===== src/hw/rtl/ulfp_pkg.sv =====
// Shared types, character codes and hex helpers for the form body parser.
`default_nettype none

package ulfp_pkg;

  // Delimiter and escape characters
  localparam logic [7:0] CH_EQUALS  = 8'h3D;
  localparam logic [7:0] CH_AMP     = 8'h26;
  localparam logic [7:0] CH_PERCENT = 8'h25;

  // Most results one input item can cause
  localparam int unsigned MAX_EVENTS = 4;
  localparam int unsigned EV_IDX_W   = $clog2(MAX_EVENTS);
  localparam int unsigned EV_CNT_W   = $clog2(MAX_EVENTS + 1);

  typedef enum logic [2:0] {
    EV_KEY_BYTE   = 3'd0,
    EV_VALUE_BYTE = 3'd1,
    EV_KEY_END    = 3'd2,
    EV_FIELD_END  = 3'd3,
    EV_DONE_OK    = 3'd4,
    EV_FAILED     = 3'd5
  } event_kind_t;

  typedef enum logic [1:0] {
    PH_KEY    = 2'd0,
    PH_VALUE  = 2'd1,
    PH_DONE   = 2'd2,
    PH_FAILED = 2'd3
  } phase_t;

  typedef enum logic [1:0] {
    ESC_NONE    = 2'd0,
    ESC_PERCENT = 2'd1,
    ESC_DIGIT   = 2'd2
  } esc_t;

  typedef struct packed {
    event_kind_t kind;
    logic [7:0]  data;
  } event_t;

  // True for 0-9, a-f, A-F
  function automatic logic is_hex(input logic [7:0] c);
    return ((c >= 8'h30) && (c <= 8'h39)) ||
           ((c >= 8'h61) && (c <= 8'h66)) ||
           ((c >= 8'h41) && (c <= 8'h46));
  endfunction

  // Nibble value of a hex digit; letters differ from digits in the low bits by 9
  function automatic logic [3:0] hex_val(input logic [7:0] c);
    logic [3:0] v;
    if (c <= 8'h39) v = c[3:0];
    else            v = c[3:0] + 4'd9;
    return v;
  endfunction

endpackage

`default_nettype wire


===== src/hw/rtl/urlencoded_form_parser_core.sv =====
// Top level: streaming percent-decoding parser for form bodies.
//
// Input channel (in_valid/in_ready): command selects a body byte (0) or the
// end of the body (1); data_byte carries the raw byte. Output channel
// (out_valid/out_ready) carries event_kind, out_byte and last_result, which
// marks the final event caused by one input transfer.
//
// Each input transfer is decoded into a batch of zero to four events held
// in a small result register; the batch is then drained one event per
// cycle while out_ready is high. The first event appears on the output in
// the cycle after its input transfer. A new input is taken in the same
// cycle as the last event of the previous batch, so a byte that gives at
// most one event sustains one input per cycle while out_ready is high; a
// byte closing a malformed escape gives up to three events and the end
// command up to four. A done or failed body takes inputs and drops them.
//
// Reset returns the parser to key phase with no escape pending and empties
// the result register. When the receiver stalls, the current event holds
// and input is refused until the last pending event is being taken.
`default_nettype none

module urlencoded_form_parser_core (
  input  wire logic       clk,
  input  wire logic       rst,
  input  wire logic       in_valid,
  output logic            in_ready,
  input  wire logic       command,
  input  wire logic [7:0] data_byte,
  output logic            out_valid,
  input  wire logic       out_ready,
  output logic [2:0]      event_kind,
  output logic [7:0]      out_byte,
  output logic            last_result
);

  // Parser state
  ulfp_pkg::phase_t phase, phase_next;
  ulfp_pkg::esc_t   esc, esc_next;
  logic [7:0]       held, held_next;

  // Result batch
  ulfp_pkg::event_t                   batch [ulfp_pkg::MAX_EVENTS];
  ulfp_pkg::event_t                   ev_next [ulfp_pkg::MAX_EVENTS];
  logic [ulfp_pkg::EV_CNT_W-1:0]      remain;
  logic [ulfp_pkg::EV_IDX_W-1:0]      rd_ptr;
  logic [ulfp_pkg::EV_CNT_W-1:0]      n_next;

  logic in_xfer, out_xfer;

  assign out_valid = (remain != '0);
  assign out_xfer  = out_valid && out_ready;
  assign in_ready  = (remain == '0) ||
                     ((remain == ulfp_pkg::EV_CNT_W'(1)) && out_ready);
  assign in_xfer   = in_valid && in_ready;

  assign event_kind  = batch[rd_ptr].kind;
  assign out_byte    = batch[rd_ptr].data;
  assign last_result = (remain == ulfp_pkg::EV_CNT_W'(1));

  // Decode one input into next state and an event batch
  always_comb begin
    ulfp_pkg::event_kind_t byte_kind;
    logic [7:0]            delim;
    logic                  hex_ok;
    logic                  handle;
    phase_next = phase;
    esc_next   = esc;
    held_next  = held;
    n_next     = '0;
    handle     = 1'b1;
    for (int i = 0; i < ulfp_pkg::MAX_EVENTS; i++) begin
      ev_next[i] = '{kind: ulfp_pkg::EV_KEY_BYTE, data: 8'h00};
    end
    byte_kind = (phase == ulfp_pkg::PH_KEY) ? ulfp_pkg::EV_KEY_BYTE
                                            : ulfp_pkg::EV_VALUE_BYTE;
    delim     = (phase == ulfp_pkg::PH_KEY) ? ulfp_pkg::CH_EQUALS : ulfp_pkg::CH_AMP;
    hex_ok    = ulfp_pkg::is_hex(data_byte);

    if ((phase == ulfp_pkg::PH_DONE) || (phase == ulfp_pkg::PH_FAILED)) begin
      // body closed: drop input
    end else if (!command) begin
      // close a pending escape
      if (esc == ulfp_pkg::ESC_PERCENT) begin
        if (hex_ok) begin
          held_next = data_byte;
          esc_next  = ulfp_pkg::ESC_DIGIT;
          handle    = 1'b0;
        end else begin
          ev_next[n_next[ulfp_pkg::EV_IDX_W-1:0]] = '{kind: byte_kind,
                                                      data: ulfp_pkg::CH_PERCENT};
          n_next   = n_next + 1'b1;
          esc_next = ulfp_pkg::ESC_NONE;
        end
      end else if (esc == ulfp_pkg::ESC_DIGIT) begin
        esc_next  = ulfp_pkg::ESC_NONE;
        held_next = 8'h00;
        if (hex_ok) begin
          ev_next[n_next[ulfp_pkg::EV_IDX_W-1:0]] =
            '{kind: byte_kind, data: {ulfp_pkg::hex_val(held), ulfp_pkg::hex_val(data_byte)}};
          n_next = n_next + 1'b1;
          handle = 1'b0;
        end else begin
          ev_next[n_next[ulfp_pkg::EV_IDX_W-1:0]] = '{kind: byte_kind,
                                                      data: ulfp_pkg::CH_PERCENT};
          n_next = n_next + 1'b1;
          ev_next[n_next[ulfp_pkg::EV_IDX_W-1:0]] = '{kind: byte_kind, data: held};
          n_next = n_next + 1'b1;
        end
      end
      // the byte itself
      if (handle) begin
        if (data_byte == delim) begin
          ev_next[n_next[ulfp_pkg::EV_IDX_W-1:0]] =
            '{kind: (phase == ulfp_pkg::PH_KEY) ? ulfp_pkg::EV_KEY_END
                                                : ulfp_pkg::EV_FIELD_END,
              data: 8'h00};
          n_next     = n_next + 1'b1;
          phase_next = (phase == ulfp_pkg::PH_KEY) ? ulfp_pkg::PH_VALUE : ulfp_pkg::PH_KEY;
        end else if (data_byte == ulfp_pkg::CH_PERCENT) begin
          esc_next = ulfp_pkg::ESC_PERCENT;
        end else begin
          ev_next[n_next[ulfp_pkg::EV_IDX_W-1:0]] = '{kind: byte_kind, data: data_byte};
          n_next = n_next + 1'b1;
        end
      end
    end else if (phase == ulfp_pkg::PH_KEY) begin
      // end of body with an open key
      ev_next[0] = '{kind: ulfp_pkg::EV_FAILED, data: 8'h00};
      n_next     = ulfp_pkg::EV_CNT_W'(1);
      phase_next = ulfp_pkg::PH_FAILED;
      esc_next   = ulfp_pkg::ESC_NONE;
      held_next  = 8'h00;
    end else begin
      // end of body with an open value: flush escape, close field, finish
      if (esc == ulfp_pkg::ESC_PERCENT) begin
        ev_next[n_next[ulfp_pkg::EV_IDX_W-1:0]] = '{kind: ulfp_pkg::EV_VALUE_BYTE,
                                                    data: ulfp_pkg::CH_PERCENT};
        n_next = n_next + 1'b1;
      end else if (esc == ulfp_pkg::ESC_DIGIT) begin
        ev_next[n_next[ulfp_pkg::EV_IDX_W-1:0]] = '{kind: ulfp_pkg::EV_VALUE_BYTE,
                                                    data: ulfp_pkg::CH_PERCENT};
        n_next = n_next + 1'b1;
        ev_next[n_next[ulfp_pkg::EV_IDX_W-1:0]] = '{kind: ulfp_pkg::EV_VALUE_BYTE,
                                                    data: held};
        n_next = n_next + 1'b1;
      end
      ev_next[n_next[ulfp_pkg::EV_IDX_W-1:0]] = '{kind: ulfp_pkg::EV_FIELD_END, data: 8'h00};
      n_next = n_next + 1'b1;
      ev_next[n_next[ulfp_pkg::EV_IDX_W-1:0]] = '{kind: ulfp_pkg::EV_DONE_OK, data: 8'h00};
      n_next     = n_next + 1'b1;
      phase_next = ulfp_pkg::PH_DONE;
      esc_next   = ulfp_pkg::ESC_NONE;
      held_next  = 8'h00;
    end
  end

  // Parser state and batch control
  always_ff @(posedge clk) begin
    if (rst) begin
      phase  <= ulfp_pkg::PH_KEY;
      esc    <= ulfp_pkg::ESC_NONE;
      held   <= 8'h00;
      remain <= '0;
      rd_ptr <= '0;
    end else if (in_xfer) begin
      phase  <= phase_next;
      esc    <= esc_next;
      held   <= held_next;
      remain <= n_next;
      rd_ptr <= '0;
    end else if (out_xfer) begin
      remain <= remain - 1'b1;
      rd_ptr <= rd_ptr + 1'b1;
    end
  end

  // Batch payload
  always_ff @(posedge clk) begin
    if (in_xfer) begin
      for (int i = 0; i < ulfp_pkg::MAX_EVENTS; i++) begin
        batch[i] <= ev_next[i];
      end
    end
  end

endmodule

`default_nettype wire


===== config.mk =====
export PLATFORM = sky130hd
export DESIGN_NAME = urlencoded_form_parser_core
export DESIGN_NICKNAME = d
export VERILOG_FILES = /design/src/hw/rtl/ulfp_pkg.sv /design/src/hw/rtl/urlencoded_form_parser_core.sv
export SDC_FILE = /design/constraint.sdc
export NUM_CORES = 1
export LEC_CHECK = 0
export BUFFER_PORTS_ARGS = -buffer_cell sky130_fd_sc_hd__clkbuf_2
export CORE_MARGIN = 2
export CORE_UTILIZATION = 30
export DETAILED_ROUTE_END_ITERATION = 12
export HOLD_SLACK_MARGIN = 0.06
export PLACE_DENSITY = 0.47
export SYNTH_ARGS = -nofsm -noshare
export SYNTH_HDL_FRONTEND = slang
export SYNTH_SLANG_ARGS = --single-unit

===== constraint.sdc =====
create_clock -name clk -period 4.6 [get_ports clk]
set_input_delay 0.46 -clock clk [delete_from_list [all_inputs] [get_ports clk]]
set_output_delay 0.46 -clock clk [all_outputs]
set_load 0.005 [all_outputs]

==> flow_metrics.tcl <==
set metrics [dict create \
    outcome "finished clean" \
    core_area_mm2 0.0114 \
    endpoint_kind "flip-flop" \
    synth-seq-area-share_pct 48.8 \
    period_needed_ns 2.85 \
    hold_buffers 0 \
    crit_type "input port to flip-flop" \
    dp.cells 472 \
    cp-start-kind "input port" \
    whs_ns 0.484 \
    die_width_um 112 \
    ir_drop_uv 141 \
    rows 39 \
    worst_hold_path_type "input port to flip-flop" \
    drv_slew 0 \
    arrival_ns 2.92 \
    fin_nets 367 \
    synth-simple-area-share_pct 14.6 \
    first_pass_iters 5 \
    rsz0062_at_grt "false" \
    grt_max_degree 53 \
    synthMuxAreaShare_pct 8.33 \
    h-tree-depth 3 \
    synthFlopType "edfxtp_1" \
    worst_ep_required_time_ns 4.68 \
    fin_setup_tns_ns 0 \
    p_seq_share_pct 44.0 \
    n_antenna_cell 0 \
    r2r_cells 7 \
    cts_sinks 63 \
    ys_ff_latch 63 \
    drive_gt1_share_pct 18.6 \
    grt_pass1_vias 2528 \
    final_hold_viol_count 0 \
    netlist_instances 310 \
    reg2reg_slack_ns 1.93 \
    cts_root_buf "clkbuf_16" \
    cts_tree "yes" \
    hpwl_mm 6.16 \
    clockPowerShare_pct 30.4 \
    regArea_mm2 0.00170 \
    drc 0 \
    max_stage_delay_ns 0.83 \
    syn_avg_cell_area_um2 11.2 \
    combPwrFrac_pct 25.6 \
    synth_edf_count 44 \
    fillers 1127 \
    p_leak_nw 1.44 \
    post-cts-setup-buffers 0 \
    crit_chain "clkbuf_2, inv_1, ha_1, o21bai_1, a211o_2, nor2_1, o21ai_0, a31o_2" \
    clk_latency_ns 0.33 \
    setup_viol 0 \
    relSlewSlack_pct 29.2 \
    grtUsageTotal_pct 14.6 \
    critPathSlowestCell "nor2_1" \
    timing.rr.start "esc[1]$_SDFFE_PP0P_" \
    grt_pass1_wl_mm 14.2 \
    synth_top_family_by_area "compound AO/OA/AOI/OAI gates" \
    viasPerCell 5.39 \
    worstHoldStart "command" \
    maxCapViolCount 0 \
    fin_cells 487 \
    power_switching_mw 0.593 \
    cts_buffer_depth 2 \
    postRouteAntennaNets 0 \
    multi_input_area_mm2 0.00166 \
    routed_wl_mm 8.65 \
    cts.clk_slew.worst_paths_ns 0.05 \
    place_congestion 0.877 \
    avgRoutedWirePerCell_um 17.8 \
    antenna_found_initial 0 \
    fin_util_pct 35.3 \
    initial_core_util_pct 30.7 \
    drt_iter0_drc 225 \
    hold_depth 2 \
    hold_path_end "esc[1]$_SDFFE_PP0P_" \
    power.density_mw_per_mm2 485 \
    intPower_mw 1.35 \
    synth_fa_ha_area_share_pct 5.03 \
    cts_made_buffers 9 \
    port_buffers 26 \
    fp.dieArea_mm2 0.0125 \
    num_io_pins 27 \
    cts_resized 0 \
    ys_warn_count 0 \
    vias 2625 \
    die_y_um 112 \
    synth.cell_area_mm2 0.00349 \
    synthXorXnorAreaFrac_pct 1.26 \
    path_max_fanout 14 \
    finClkSkew_ns 0.00742 \
    grt_overflow 0 \
    area_growth_pct 15.0 \
    tightest_slew_ns 1.06 \
    finalPower_mw 1.95 \
    synth_cell_types 64 \
    final_common_cell "edfxtp_1" \
    synth-compound-area-share_pct 17.6 \
    sw_frac_of_total_pct 30.5 \
    fmax_mhz 351 \
    final_cell_mix "edfxtp_1 (44), nor2_1 (27), clkbuf_2 (26)" \
    finalCritPeriodShare_pct 61.9 \
    reg2reg_to "batch[1][6]$_SDFFCE_PP0P_" \
    synthArstFlopShare_pct 0 \
]
power groups by stage:
stage                     clock, mW  combinational [mW]  sequential (mW)
final                         0.592               0.498            0.856
after global routing          0.628               0.560            0.876
after CTS                     0.598               0.508            0.860
after detailed placement          0               0.506            0.872
after global placement            0               0.507            0.868
after floorplan                   0               0.379            0.825
routing by layer:
layer,track usage [%],vias to the layer above,routed length (µm)
li1,-,1256,-
met1,21.9,1280,4390
met2,20.4,78,3660
met3,3.10,11,455
met4,5.51,0,143
met5,0,-,0
stage by stage:
| step | area, µm² | setup slack, ns |
|---|---|---|
| floorplan | 3510 | 1.27 |
| global placement | 3750 | 1.61 |
| CTS | 4010 | 1.81 |
| global route | 4010 | 1.63 |
| finish | 4010 | 1.75 |
| detailed placement | 3750 | 1.47 |
cells by family after synthesis:
| family | after synthesis |
|---|---|
| other cells | 1 |
| simple gates | 96 |
| fa+ha+maj | 14 |
| mux | 15 |
| buf+inv | 35 |
| compound gates | 81 |
| xor+xnor | 5 |
| flops | 63 |
synthesized netlist by cell type, types with 4 or more instances:
master / instances / area [µm²]
a21oi_1: 14 / 70.1
a22o_1: 5 / 43.8
a32o_1: 4 / 40.0
and2_1: 4 / 25.0
clkbuf_1: 9 / 33.8
dfxtp_1: 19 / 380
edfxtp_1: 44 / 1320
ha_1: 14 / 175
inv_1: 19 / 71.3
mux4_2: 11 / 248
nand2_1: 15 / 56.3
nand3_1: 6 / 30.0
nor2_1: 27 / 101
nor3_1: 9 / 45.0
nor4_1: 7 / 43.8
o211ai_1: 4 / 30.0
o21ai_0: 14 / 70.1
or4_1: 7 / 52.6
worst max-delay path: cells and delay by family:
kind	cells	cell delay, ns
AOI/OAI and AO/OA	4	1.10
adders and majority gates	1	0.27
buffers and inverters	2	0.26
and+or+nand+nor	1	0.83
how the worst max path moves through the flow:
stage                      startpoint                         to  slack [ns]  cells after the start
2_1_floorplan  remain[1]$_SDFFE_PP0P_       held[0]$_SDFFE_PP0P_        1.27                      8
3_3_place_gp             data_byte[0]  batch[0][2]$_SDFFCE_PP0P_        1.61                      8
3_5_place_dp             data_byte[1]  batch[0][2]$_SDFFCE_PP0P_        1.47                      8
4_1_cts                  data_byte[1]  batch[0][2]$_SDFFCE_PP0P_        1.81                      8
5_1_grt                  data_byte[1]  batch[0][2]$_SDFFCE_PP0P_        1.63                      8
6_report                 data_byte[1]  batch[0][2]$_SDFFCE_PP0P_        1.75                      8
sequential cells by signal (all words and copies together) (netlist names), named ones only:
name,count
phase,2
rd_ptr,2
esc,2
held,8
remain,3
batch,44
final cells by class:
type / instances / share of cell area (%)
sequential: 63 / 42.4
multi-input combinational: 219 / 41.4
clock buffer: 9 / 5.62
tap: 143 / 4.46
timing repair buffer: 27 / 3.43
inverter: 20 / 1.87
clock inverter: 6 / 0.718
Power figures use the tool's default switching activity.
